`config.mk`:
```
export PLATFORM = sky130hd
export DESIGN_NAME = heredoc_token_lexer
export DESIGN_NICKNAME = d
export VERILOG_FILES = /design/src/hw/rtl/hdtl_pkg.sv /design/src/hw/rtl/hdtl_cell.sv /design/src/hw/rtl/hdtl_result_fifo.sv /design/src/hw/rtl/heredoc_token_lexer.sv
export SDC_FILE = /design/constraint.sdc
export NUM_CORES = 2
export LEC_CHECK = 0
export BUFFER_PORTS_ARGS = -buffer_cell sky130_fd_sc_hd__buf_2
export CAP_MARGIN = 10
export CORE_MARGIN = 5
export CORE_UTILIZATION = 55
export DETAILED_ROUTE_END_ITERATION = 8
export PLACE_DENSITY = 0.74
export SETUP_SLACK_MARGIN = 0.15
export SLEW_MARGIN = 20
export SYNTH_ARGS = -nofsm -noshare
export SYNTH_HDL_FRONTEND = slang
export SYNTH_SLANG_ARGS = --single-unit
```
`constraint.sdc`:
```
create_clock -name clock -period 7.9 [get_ports clock]
set_input_delay 0.79 -clock clock [delete_from_list [all_inputs] [get_ports clock]]
set_output_delay 0.79 -clock clock [all_outputs]
set_load 0.1 [all_outputs]
```
`src/hw/rtl/hdtl_pkg.sv`:
```
// Shared types and constants for the heredoc token lexer.
// No dependencies; imported by every module of the block.
package hdtl_pkg;

   localparam int CHAR_W = 16;

   // character codes
   localparam logic [CHAR_W-1:0] CH_EOS    = 16'hEE0F;
   localparam logic [CHAR_W-1:0] CH_DQUOTE = 16'h0022;
   localparam logic [CHAR_W-1:0] CH_POUND  = 16'h0023;
   localparam logic [CHAR_W-1:0] CH_EQUAL  = 16'h003D;
   localparam logic [CHAR_W-1:0] CH_SEMI   = 16'h003B;
   localparam logic [CHAR_W-1:0] CH_SQUOTE = 16'h0027;
   localparam logic [CHAR_W-1:0] CH_STAR   = 16'h002A;
   localparam logic [CHAR_W-1:0] CH_SLASH  = 16'h002F;
   localparam logic [CHAR_W-1:0] CH_SPACE  = 16'h0020;
   localparam logic [CHAR_W-1:0] CH_TAB    = 16'h0009;
   localparam logic [CHAR_W-1:0] CH_LF     = 16'h000A;
   localparam logic [CHAR_W-1:0] CH_FF     = 16'h000C;
   localparam logic [CHAR_W-1:0] CH_NUL    = 16'h0000;

   // token kinds
   localparam logic [3:0] K_IDCHAR  = 4'd0;
   localparam logic [3:0] K_IDEND   = 4'd1;
   localparam logic [3:0] K_QUOTE   = 4'd2;
   localparam logic [3:0] K_CONNECT = 4'd3;
   localparam logic [3:0] K_STMTEND = 4'd4;
   localparam logic [3:0] K_ROUTEND = 4'd5;
   localparam logic [3:0] K_DELIM   = 4'd6;
   localparam logic [3:0] K_TEXT    = 4'd7;
   localparam logic [3:0] K_TEXTEND = 4'd8;
   localparam logic [3:0] K_ERROR   = 4'd9;

   // error codes
   localparam logic [2:0] E_UNKNOWN_CTRL = 3'd0;
   localparam logic [2:0] E_EOF_CTRL     = 3'd1;
   localparam logic [2:0] E_EOF_COMMENT  = 3'd2;
   localparam logic [2:0] E_EOF_TEXT     = 3'd3;
   localparam logic [2:0] E_DELIM_LONG   = 3'd4;

   // broadcast from the lexer control to every window cell
   typedef struct packed {
      logic              delim_wr;
      logic              win_fill;
      logic              win_shift;
      logic [CHAR_W-1:0] chr;
   } cell_ctl_type;

   // one result transaction
   typedef struct packed {
      logic              last;
      logic [2:0]        err;
      logic [CHAR_W-1:0] chr;
      logic [3:0]        kind;
   } result_type;

endpackage

```
`src/hw/rtl/hdtl_cell.sv`:
```
// One window cell: holds a delimiter character and a text window slot.
// Depends on hdtl_pkg; chained by the top level, window shifts toward cell 0.
module hdtl_cell #(
   parameter int LEN_W = 5,
   parameter int INDEX = 0
) (
   input  logic                      clock,
   input  hdtl_pkg::cell_ctl_type    ctl,
   input  logic [LEN_W-1:0]          delim_length,
   input  logic [LEN_W-1:0]          window_fill,
   input  logic [hdtl_pkg::CHAR_W-1:0] next_in,
   output logic [hdtl_pkg::CHAR_W-1:0] win_out,
   output logic                      match
);
   import hdtl_pkg::*;

   logic [CHAR_W-1:0] delim_ff;
   logic [CHAR_W-1:0] win_ff;
   logic [CHAR_W-1:0] win_in;

   localparam logic [LEN_W-1:0] MY_IDX  = LEN_W'(INDEX);
   localparam logic [LEN_W-1:0] MY_NEXT = LEN_W'(INDEX + 1);

   always_comb begin
      win_in = win_ff;
      if (ctl.win_fill && window_fill == MY_IDX) begin
         win_in = ctl.chr;
      end else if (ctl.win_shift) begin
         if (MY_NEXT == delim_length) begin
            win_in = ctl.chr;
         end else if (MY_NEXT < delim_length) begin
            win_in = next_in;
         end
      end
   end

   // slots past the delimiter length never take part in the compare
   assign match   = (MY_IDX >= delim_length) || (win_in == delim_ff);
   assign win_out = win_ff;

   always_ff @(posedge clock) begin
      win_ff <= win_in;
      if (ctl.delim_wr && delim_length == MY_IDX) begin
         delim_ff <= ctl.chr;
      end
   end
endmodule

```
`src/hw/rtl/hdtl_result_fifo.sv`:
```
// Four-entry result queue between the lexer and the result channel.
// Needs hdtl_pkg; takes up to two results, gives one per ready cycle.
module hdtl_result_fifo (
   input  logic                  clock,
   input  logic                  reset,
   input  logic [1:0]            push_count,
   input  hdtl_pkg::result_type  push_data [2],
   output logic                  room,
   output logic                  out_valid,
   input  logic                  out_ready,
   output hdtl_pkg::result_type  out_data
);
   import hdtl_pkg::*;

   result_type entry_ff [4];
   logic [1:0] wr_ptr_ff, wr_ptr_in;
   logic [1:0] rd_ptr_ff, rd_ptr_in;
   logic [2:0] count_ff, count_in;
   logic       pop;

   assign room      = (count_ff <= 3'd2);
   assign out_valid = (count_ff != 3'd0);
   assign out_data  = entry_ff[rd_ptr_ff];
   assign pop       = out_valid && out_ready;

   always_comb begin
      wr_ptr_in = wr_ptr_ff + push_count;
      rd_ptr_in = rd_ptr_ff + {1'b0, pop};
      count_in  = count_ff + {1'b0, push_count} - {2'b00, pop};
   end

   always_ff @(posedge clock) begin
      if (reset) begin
         wr_ptr_ff <= '0;
         rd_ptr_ff <= '0;
         count_ff  <= '0;
      end else begin
         wr_ptr_ff <= wr_ptr_in;
         rd_ptr_ff <= rd_ptr_in;
         count_ff  <= count_in;
      end
      if (push_count != 2'd0) begin
         entry_ff[wr_ptr_ff] <= push_data[0];
      end
      if (push_count == 2'd2) begin
         entry_ff[wr_ptr_ff + 2'd1] <= push_data[1];
      end
   end
endmodule

```
`src/hw/rtl/heredoc_token_lexer.sv`:
```
// Top level of the heredoc token lexer: lexer control, window cell chain, result queue.
// Depends on hdtl_pkg, hdtl_cell and hdtl_result_fifo.
//
//   channel  | dir | data                                   | side info
//   ---------+-----+----------------------------------------+-----------------------
//   req_     | in  | tdata[15:0] char_code                  | tuser[0] opcode
//   rsp_     | out | tdata[3:0] kind, [19:4] char, [22:20]  | tlast = last result
//            |     | error code, [23] zero                  |   of one request
//
// One request transaction per cycle while req_tready is high: the lexer state, the
// delimiter compare over the cell chain and the result generation all settle within
// the accepting cycle. A request gives zero, one or two results; the result queue
// drains one per cycle while rsp_tready is high, so a run of two-result requests is
// paced by the rsp_ side at one result per cycle. req_tready drops only while the
// queue holds more than two results. Results leave in order from the queue registers.
// reset (synchronous) clears lexer control and the queue; delimiter and window
// storage in the cells is left as is and only read once written.
module heredoc_token_lexer #(
   parameter int DELIM_MAX = 16
) (
   input  logic        clock,
   input  logic        reset,
   input  logic        req_tvalid,
   output logic        req_tready,
   input  logic [15:0] req_tdata,   // [15:0] char_code
   input  logic [0:0]  req_tuser,   // [0] opcode: 0 lex, 1 restart
   output logic        rsp_tvalid,
   input  logic        rsp_tready,
   output logic [23:0] rsp_tdata,   // [3:0] token_kind, [19:4] char_out, [22:20] error_code
   output logic        rsp_tlast    // last result of the request
);
   import hdtl_pkg::*;

   localparam int LEN_W = $clog2(DELIM_MAX + 1);
   localparam logic [LEN_W-1:0] LEN_MAX = LEN_W'(DELIM_MAX);

   typedef enum logic [2:0] {
      M_BEGIN, M_CONTROL, M_IDENT, M_BLOCK, M_LINE, M_TEXT, M_ERROR, M_ENDED
   } mode_type;

   typedef struct packed {
      mode_type   mode;
      logic       hit;
      logic [3:0] kind;
      logic       text;
   } start_type;

   // begin-state decode of one character
   function automatic start_type start_fn(input logic [CHAR_W-1:0] c);
      start_type s;
      s.mode = M_BEGIN;
      s.hit  = 1'b0;
      s.kind = K_IDCHAR;
      s.text = 1'b0;
      unique case (c)
         CH_SPACE, CH_TAB, CH_LF, CH_FF, CH_NUL: ;
         CH_SQUOTE: begin
            s.hit  = 1'b1;
            s.kind = K_QUOTE;
         end
         CH_DQUOTE: begin
            s.mode = M_TEXT;
            s.text = 1'b1;
         end
         CH_EQUAL: begin
            s.hit  = 1'b1;
            s.kind = K_CONNECT;
         end
         CH_SEMI: begin
            s.hit  = 1'b1;
            s.kind = K_STMTEND;
         end
         CH_POUND: s.mode = M_CONTROL;
         CH_EOS:   s.mode = M_ENDED;
         default: begin
            s.mode = M_IDENT;
            s.hit  = 1'b1;
            s.kind = K_IDCHAR;
         end
      endcase
      return s;
   endfunction

   mode_type         mode_ff, mode_in;
   logic             pound_ff, pound_in;
   logic [LEN_W-1:0] len_ff, len_in;
   logic             complete_ff, complete_in;
   logic [LEN_W-1:0] fill_ff, fill_in;

   logic              accept;
   logic [CHAR_W-1:0] c;
   start_type         start;
   cell_ctl_type      cell_ctl;
   logic              check;
   logic [1:0]        res_cnt;
   result_type        res [2];
   logic [1:0]        push_count;
   result_type        out_data;

   logic [CHAR_W-1:0]    win_out   [DELIM_MAX];
   logic [DELIM_MAX-1:0] match_vec;
   logic                 match_all;

   assign accept    = req_tvalid && req_tready;
   assign c         = req_tdata;
   assign start     = start_fn(c);
   assign match_all = &match_vec;

   // Lexer control. Results are collected in order into res[0], res[1].
   always_comb begin
      mode_in     = mode_ff;
      pound_in    = pound_ff;
      len_in      = len_ff;
      complete_in = complete_ff;
      fill_in     = fill_ff;
      cell_ctl    = '{delim_wr: 1'b0, win_fill: 1'b0, win_shift: 1'b0, chr: c};
      check       = 1'b0;
      res_cnt     = 2'd0;
      res[0]      = '0;
      res[1]      = '0;

      if (req_tuser[0]) begin
         // restart: back to reset values, no result
         mode_in     = M_BEGIN;
         pound_in    = 1'b0;
         len_in      = '0;
         complete_in = 1'b0;
         fill_in     = '0;
      end else begin
         unique case (mode_ff)
            M_BEGIN, M_IDENT: begin
               if (mode_ff == M_IDENT && !(start.hit && start.kind == K_IDCHAR)) begin
                  // terminator: close the identifier, then lex c from begin
                  res[res_cnt[0]].kind = K_IDEND;
                  res_cnt = res_cnt + 2'd1;
               end
               mode_in = start.mode;
               if (start.hit) begin
                  res[res_cnt[0]].kind = start.kind;
                  if (start.kind == K_IDCHAR) begin
                     res[res_cnt[0]].chr = c;
                  end
                  res_cnt = res_cnt + 2'd1;
               end
               if (start.text) begin
                  len_in      = '0;
                  complete_in = 1'b0;
                  fill_in     = '0;
               end
            end
            M_CONTROL: begin
               priority if (c == CH_EOS) begin
                  mode_in = M_ERROR;
                  res[0].kind = K_ERROR;
                  res[0].err  = E_EOF_CTRL;
                  res_cnt = 2'd1;
               end else if (c == CH_STAR) begin
                  mode_in  = M_BLOCK;
                  pound_in = 1'b0;
               end else if (c == CH_SLASH) begin
                  mode_in = M_LINE;
               end else if (c == CH_SEMI) begin
                  mode_in = M_BEGIN;
                  res[0].kind = K_ROUTEND;
                  res_cnt = 2'd1;
               end else begin
                  mode_in = M_ERROR;
                  res[0].kind = K_ERROR;
                  res[0].err  = E_UNKNOWN_CTRL;
                  res_cnt = 2'd1;
               end
            end
            M_BLOCK: begin
               priority if (c == CH_EOS) begin
                  mode_in = M_ERROR;
                  res[0].kind = K_ERROR;
                  res[0].err  = E_EOF_COMMENT;
                  res_cnt = 2'd1;
               end else if (pound_ff) begin
                  // a run of pounds keeps the close armed
                  if (c == CH_STAR) begin
                     mode_in = M_BEGIN;
                  end else if (c != CH_POUND) begin
                     pound_in = 1'b0;
                  end
               end else if (c == CH_POUND) begin
                  pound_in = 1'b1;
               end else begin
                  pound_in = 1'b0;
               end
            end
            M_LINE: begin
               if (c == CH_LF || c == CH_FF) begin
                  mode_in = M_BEGIN;
               end else if (c == CH_EOS) begin
                  mode_in = M_ENDED;
               end
            end
            M_TEXT: begin
               priority if (c == CH_EOS) begin
                  mode_in = M_ERROR;
                  res[0].kind = K_ERROR;
                  res[0].err  = E_EOF_TEXT;
                  res_cnt = 2'd1;
               end else if (!complete_ff) begin
                  if (c != CH_DQUOTE) begin
                     if (len_ff >= LEN_MAX) begin
                        mode_in = M_ERROR;
                        res[0].kind = K_ERROR;
                        res[0].err  = E_DELIM_LONG;
                        res_cnt = 2'd1;
                     end else begin
                        cell_ctl.delim_wr = 1'b1;
                        len_in = len_ff + LEN_W'(1);
                        res[0].kind = K_DELIM;
                        res[0].chr  = c;
                        res_cnt = 2'd1;
                     end
                  end else begin
                     // closing quote of the delimiter; empty delimiter ends at once
                     complete_in = 1'b1;
                     fill_in     = '0;
                     check       = 1'b1;
                  end
               end else if (fill_ff >= len_ff) begin
                  // window full: oldest character leaves, c enters at the tail
                  cell_ctl.win_shift = 1'b1;
                  res[0].kind = K_TEXT;
                  res[0].chr  = win_out[0];
                  res_cnt = 2'd1;
                  check   = 1'b1;
               end else begin
                  cell_ctl.win_fill = 1'b1;
                  fill_in = fill_ff + LEN_W'(1);
                  check   = 1'b1;
               end
               if (check && fill_in == len_ff && match_all) begin
                  res[res_cnt[0]].kind = K_TEXTEND;
                  res_cnt = res_cnt + 2'd1;
                  mode_in = M_BEGIN;
               end
            end
            M_ERROR, M_ENDED: ;
            default: ;
         endcase
      end

      if (res_cnt == 2'd1) begin
         res[0].last = 1'b1;
      end else if (res_cnt == 2'd2) begin
         res[1].last = 1'b1;
      end

      if (!accept) begin
         cell_ctl.delim_wr  = 1'b0;
         cell_ctl.win_fill  = 1'b0;
         cell_ctl.win_shift = 1'b0;
      end
   end

   always_ff @(posedge clock) begin
      if (reset) begin
         mode_ff     <= M_BEGIN;
         pound_ff    <= 1'b0;
         len_ff      <= '0;
         complete_ff <= 1'b0;
         fill_ff     <= '0;
      end else if (accept) begin
         mode_ff     <= mode_in;
         pound_ff    <= pound_in;
         len_ff      <= len_in;
         complete_ff <= complete_in;
         fill_ff     <= fill_in;
      end
   end

   // Window cell chain: cell i takes cell i+1's slot on a shift.
   for (genvar i = 0; i < DELIM_MAX; i++) begin : g_cell
      logic [CHAR_W-1:0] neighbor;
      if (i == DELIM_MAX - 1) begin : g_tail
         assign neighbor = '0;
      end else begin : g_mid
         assign neighbor = win_out[i+1];
      end
      hdtl_cell #(
         .LEN_W (LEN_W),
         .INDEX (i)
      ) u_cell (
         .clock        (clock),
         .ctl          (cell_ctl),
         .delim_length (len_ff),
         .window_fill  (fill_ff),
         .next_in      (neighbor),
         .win_out      (win_out[i]),
         .match        (match_vec[i])
      );
   end

   assign push_count = accept ? res_cnt : 2'd0;

   hdtl_result_fifo u_fifo (
      .clock      (clock),
      .reset      (reset),
      .push_count (push_count),
      .push_data  (res),
      .room       (req_tready),
      .out_valid  (rsp_tvalid),
      .out_ready  (rsp_tready),
      .out_data   (out_data)
   );

   assign rsp_tdata = {1'b0, out_data.err, out_data.chr, out_data.kind};
   assign rsp_tlast = out_data.last;

   // a restart always lands in the begin state
   a_restart: assert property (@(posedge clock) disable iff (reset)
      accept && req_tuser[0] |=> mode_ff == M_BEGIN)
      else $error("restart did not return to begin");

   // the window never holds more than the delimiter
   a_fill: assert property (@(posedge clock) disable iff (reset)
      fill_ff <= len_ff)
      else $error("window fill exceeds delimiter length");

   a_len: assert property (@(posedge clock) disable iff (reset)
      len_ff <= LEN_MAX)
      else $error("delimiter length exceeds maximum");

   // errors stick until a restart
   a_sticky: assert property (@(posedge clock) disable iff (reset)
      mode_ff == M_ERROR && !(accept && req_tuser[0]) |=> mode_ff == M_ERROR)
      else $error("error state left without restart");

endmodule

```
== Word level (Yosys, flattened, before mapping) ==
Memories as Yosys holds them, arrays and structs flattened. A register that Yosys moved wholly into a read port is not among the register bits.
Index checks and enable logic that the tools add are counted.
W data, S select, Z words.

* Register bits after elaboration: 534
* Bits in latches: 0
* Bits in writable memories: 96
* Memory bits (read-only): 0
* Bits of input ports: 21
* Output and inout bits: 27
* Word-level logic and storage cells: 463
* Memories kept: 1

{| class="wikitable"
|+ Memory list
! name !! words !! bits a word !! rd ports !! clocked after memory_dff !! write ports !! RTL line !! text
|-
| u_fifo.entry_ff || 4 || 24 || 1 || 1 || 2 || hdtl_result_fifo.sv:15 || <nowiki>result_type entry_ff [4];</nowiki>
|}

* $add $sub $neg: 9
* $mul: 0
* Div/mod/pow operators: 0
* Order comparisons: 39
* Equality and inequality tests: 99
* Shift operators: 0
* Mux-type cells: 196
* Bitwise logic cells: 2
* Reductions and logical operators: 77

{| class="wikitable"
|+ Operators by type and width
! operator !! count
|-
| $mux W16 || 68
|-
| $eq A16 B16 Y1 || 16
|-
| $mux W48 || 4
|-
| $bwmux W48 || 3
|-
| $eq A16 B6 Y1 const B || 8
|-
| $eq A5 B4 Y1 const B || 16
|-
| $demux W24 S1 || 3
|-
| $mux W3 || 24
|-
| $mux W5 || 13
|-
| $mux W20 || 3
|-
| $mux W4 || 13
|-
| $eq A16 B4 Y1 const B || 3
|-
| $pmux W24 S2 || 1
|-
| $eq A4 B5 Y1 const A || 8
|-
| $eq A5 B3 Y1 const B || 8
|-
| $ge A4 B5 Y1 const A || 8
|-
| $logic_and A1 B1 Y1 || 40
|-
| $lt A4 B5 Y1 const A || 8
|-
| $mux W1 || 38
|-
| $ne A16 B6 Y1 const B || 2
|-
| $pmux W16 S2 || 1
|-
| $mux W2 || 13
|-
| $ne A3 B3 Y1 const B || 8
|-
| $pmux W3 S4 || 2
|-
| other kinds (58) || 111
|}

== Depth between registers and ports, before layout ==
* Depth after elaboration: 23
* Gate-level depth with buffers: 31
* Depth with buffers taken out: 24

== Cells and area by module ==
From an unflattened synthesis, not the netlist that was laid out.

* Cells, all modules: 3,505
* Area, all modules: 35,896.9 µm²

{| class="wikitable"
|+ By module, submodules not included
! module !! times used !! cells each !! area each (µm²) !! sequential area each (µm²)
|-
| hdtl_result_fifo || 1 || 280 || 5,133.7 || 3,022.9
|-
| heredoc_token_lexer || 1 || 342 || 2,262.2 || 300.3
|-
| hdtl_cell at g_cell[7].u_cell || 1 || 247 || 2,189.6 || 800.8
|-
| hdtl_cell at g_cell[2].u_cell || 1 || 204 || 2,016.9 || 800.8
|-
| hdtl_cell at g_cell[0].u_cell || 1 || 195 || 2,008.2 || 800.8
|-
| hdtl_cell at g_cell[15].u_cell || 1 || 214 || 1,955.6 || 800.8
|-
| hdtl_cell at g_cell[14].u_cell || 1 || 163 || 1,813.0 || 800.8
|-
| hdtl_cell at g_cell[6].u_cell || 1 || 193 || 1,788.0 || 800.8
|-
| hdtl_cell at g_cell[3].u_cell || 1 || 177 || 1,742.9 || 800.8
|-
| hdtl_cell at g_cell[1].u_cell || 1 || 168 || 1,720.4 || 800.8
|-
| hdtl_cell at g_cell[8].u_cell || 1 || 185 || 1,717.9 || 800.8
|-
| hdtl_cell at g_cell[10].u_cell || 1 || 176 || 1,676.6 || 800.8
|-
| hdtl_cell at g_cell[9].u_cell || 1 || 169 || 1,667.8 || 800.8
|-
| hdtl_cell at g_cell[4].u_cell || 1 || 156 || 1,662.8 || 800.8
|-
| 4 more rows || - || - || - || -
|}

== Least setup slack after synthesis ==
Ideal clock, no wire load.

* Kind: register to register
* Start: register u_fifo.count_ff[1]
* End: memory u_fifo.entry_ff[1][0] (netlist bit), enable pin
* Setup time: 0.435 ns
* Arrival time: 8.293 ns
* Data required time: 7.465 ns
* Setup slack: -0.828 ns
* Stages on the path, launching flop included: 22
* Buffers on the path: 1
* Clock period less this slack: 8.728 ns
* Path through: dfxtp_1 -> a21oi_1 -> nand3_1 -> nor2_1 -> nand3_1 -> buf_4 -> o22ai_2 -> a221oi_1 -> a2111o_1 -> or4_1 -> o41a_1 -> or4_4 -> nor4_4 -> nand3_2 -> inv_1 -> ha_1 -> a22oi_1 -> nor3_1 -> inv_1 -> nor2_1 -> nor2_1 -> nor3_1

{| class="wikitable"
|+ RTL lines
! item !! RTL line !! text
|-
| start: declaration || hdtl_result_fifo.sv:18 || <nowiki>logic [2:0] count_ff, count_in;</nowiki>
|-
| start signal: assignment || hdtl_result_fifo.sv:40 || <nowiki>count_ff <= count_in;</nowiki>
|-
| end: declaration || hdtl_result_fifo.sv:15 ||
|}

==> metrics.md <==
| Metric | Value |
|---|---|
| #FFs+latches synth | 630 |
| Least-Margin Pin Slew | 1.14 ns |
| CP required | 8.24 ns |
| DIE AREA | 62600 sq um |
| Post-Route M1 WL | 48600 microns |
| CTS tree | built |
| Non-Filler Instances | 4033 |
| Io pins | 48 |
| Die W | 250 microns |
| RSZ-0062 raised after global routing | no |
| Drt pass-1 iters | 7 |
| Post-route ant nets | 0 |
| Peak supply drop | 0.275 mV |
| Final slew viol count | 0 |
| Final Hold Viols | 0 |
| Maxcap violations | 0 |
| # rows | 88 |
| Total GRT Usage | 0.406 |
| Number of synthesized flops with an enable pin | 352 |
| Most common cell in the synthesized netlist | edfxtp_1 |
| Clock root buffer | clkbuf_16 |
| DPL Wire Length | 92100 microns |
| Pin count of the biggest net entering global routing | 67 |
| Synth Instances | 3133 |
| Slowest cell delay on critical path | 0.80 ns |
| CP arrival | 7.80 ns |
| Hold Worst Slack | 0.496 ns |
| Most used DFF post-synth | edfxtp_1 |
| Highest-delay cell along the critical path | a211oi_4 |
| Fmax achieved | 134 MHz |
| Highest routed layer | met5 |
| Worst setup SP type | register |
| Final net count | 3252 |
| TritonCTS buffer count | 70 |
| CP endpoint kind | register |
| CTS Hold Buffers Added | 0 |
| Grt ovf | 0 |
| Vias post-DR | 29500 |
| Vias in the first global route | 28200 |
| Pre-CTS setup slack | -0.199 ns |
| Initial DRC Count | 4687 |
| Util after Layout | 0.626 |
| Worst Setup Path Type | register to register |
| Routed vias/inst | 7.32 |
| Mean post-synth cell area | 10.1 sq um |
| IO buf count | 46 |
| CTS clk-pin slew, worst paths | 0.06 ns |
| CTS H-tree lvls | 3 |
| First-pass GRT wire length | 191000 microns |
| Count of cell types in the netlist | 98 |
| Worst-path cell chain | nor4bb_2 -> and3_1 -> nand2_4 -> a211oi_4 -> o22ai_2 -> a22oi_1 -> o2111ai_1 -> or4_1 -> o41a_1 -> or4_4 -> nor4_4 -> nand3_2 -> inv_1 -> ha_1 -> a22oi_1 -> nor3_1 -> inv_1 -> nor2_1 -> nand3_1 -> nand2b_1 -> buf_4 -> nor2_1 |
| Worst Slack Setup Final | 0.444 ns |
| Max Root-Sink Buffers | 3 |
| Syn nets | 3175 |
| Drt total wl | 132000 microns |
| Post-synth top area share | 0.333 |
| DRC | 0 |
| Pwr Density | 214 nW/um^2 |
| Met2 WL post-DR | 56700 microns |
| Synth area leaders | edfxtp_1 (33%), dfxtp_1 (18%), a22oi_1 (3.4%), o22ai_1 (3.4%), nor2_1 (3.0%) |
| Placed Instances | 3902 |
| Skew-Pair Late Insertion Delay | 0.62 ns |
| Crit path max fanout | 16 |
| Share of layout cells above drive strength 1 | 0.134 |
| Syn Std Cell Area | 31700 sq um |
| Final Skew | 0.0218 ns |
| Crit path time final | 7.46 ns |
| Final worst-path cycle share | 0.944 |
| Post-synth ARST share | 0 |
| Num Clock Sinks | 630 |
| Yosys top cell by area | edfxtp_1 |
| CORE AREA | 57400 sq um |
| Initial antenna violation count | 9 |
| Min-delay worst type | register to register |
| Die Y-Extent | 250 microns |
| Met3 WL | 17900 microns |
| Synthesis Warnings | 0 |
| Post-synthesis sequential area ratio | 0.509 |
| Commonest cells in the synthesized netlist | edfxtp_1 (352), dfxtp_1 (278), nor2_1 (250) |
| Final Wtd Congestion | 1.06 |
| LEAKAGE | 13.2 nW |
| WL per Instance | 32.8 microns |
| Starting Density | 0.553 |
| Area delta synth->final | 13.3% |
| Final Power | 7.67 mW |
| Status | completed |
| Final setup viols | 0 |
| Rel. slew slack | 0.236 |
==> report_power, final <==
| part | total (mW) | switching, mW | internal [mW] | leakage (nW) |
|---|---|---|---|---|
| combinational | 0.899 | 0.692 | 0.207 | 6.71 |
| clock | 3.22 | 1.38 | 1.85 | 1.10 |
| sequential | 3.55 | 0.0585 | 3.49 | 5.44 |
==> critical path, delay by kind of cell, from the launching register on <==
kind,cells,cell delay (ns)
and+or+nand+nor,12,3.86
AOI/OAI and AO/OA,6,2.02
DFF,1,0.62
buffers and inverters,3,0.48
adders and majority gates,1,0.16
==> cell families (layout without fill, tap and decap cells) <==
family | count (synthesis) | in the layout | share of synthesized area
AOI/OAI and AO/OA | 1053 | 1053 | 0.237
and+or+nand+nor | 888 | 888 | 0.139
DFF | 630 | 630 | 0.509
buffers and inverters | 352 | 485 | 0.0430
xor gates and xnor gates | 139 | 139 | 0.0384
muxes | 49 | 49 | 0.0252
adders and majority gates | 21 | 21 | 0.00852
other | 1 | 3 | 0.000118
==> sequential cells by signal, indices dropped and copies added (netlist names) <==
name / count
complete_ff: 1
fill_ff: 5
g_cell.u_cell.delim_ff: 256
g_cell.u_cell.win_out: 256
len_ff: 5
mode_ff: 3
pound_ff: 1
u_fifo.count_ff: 3
u_fifo.entry_ff: 96
u_fifo.rd_ptr_ff: 2
u_fifo.wr_ptr_ff: 2
==> final timing paths <==
path	from	endpoint	slack, ns	cells past startpoint
worst max-delay path	mode_ff[0]	u_fifo.entry_ff[0][13]	0.44	22
worst max register to register	mode_ff[0]	u_fifo.entry_ff[0][13]	0.44	22
worst min-delay path	g_cell[9].u_cell.win_out[9]	g_cell[9].u_cell.win_out[9]	0.50	1
worst min register to register	g_cell[9].u_cell.win_out[9]	g_cell[9].u_cell.win_out[9]	0.50	1
==> cell usage in the layout, fill, tap and decap left out, drive strengths merged, types with 18 or more instances in the layout <==
| cell | instances |
|---|---|
| xor2 | 46 |
| dfxtp | 278 |
| a221oi | 49 |
| a22o | 71 |
| nand2b | 18 |
| o22a | 27 |
| a2bb2oi | 20 |
| or3 | 27 |
| mux4 | 24 |
| xnor2 | 93 |
| nand4 | 51 |
| mux2i | 18 |
| clkinv | 26 |
| and2 | 26 |
| clkbuf | 106 |
| a21o | 35 |
| ha | 20 |
| buf | 225 |
| a221o | 28 |
| o22ai | 175 |
| nor4 | 46 |
| nor2 | 252 |
| a22oi | 142 |
| inv | 125 |
| a211oi | 27 |
| and3 | 39 |
| a21oi | 151 |
| nor2b | 28 |
| a31oi | 31 |
| o21ai | 136 |
| nand3 | 92 |
| nor3 | 58 |
| edfxtp | 352 |
| nand2 | 193 |
==> timing repair <==
action	4_1_cts	5_1_grt
gates resized for setup	1	9
setup endpoints to repair	52	189
setup buffers	0	1
pin swaps	0	2
==> metrics by stage <==
| step | setup TNS (ns) | cell area, sq um |
|---|---|---|
| 6_report | 0 | 35900 |
| 4_1_cts | 0 | 35900 |
| 3_3_place_gp | -13.08 | 33600 |
| 2_1_floorplan | 0 | 31700 |
| 5_1_grt | 0 | 35900 |
| 3_5_place_dp | -16.80 | 33600 |
==> final cells by class <==
class,instances,area (sq um)
Antenna cell,2,5.00
Clock buffer,106,2060
Clock inverter,22,188
Fill cell,4637,21400
Inverter,132,495
Multi-Input combinational cell,2151,14400
Sequential cell,630,16100
Tap cell,765,957
Timing Repair Buffer,225,1640
==> layer usage <==
layer,global-route usage,vias up
li1,-,12300
met1,0.540,14300
met2,0.604,2390
met3,0.117,548
met4,0.217,8
met5,0,-
No activity file was read; power rests on OpenSTA's default activity.
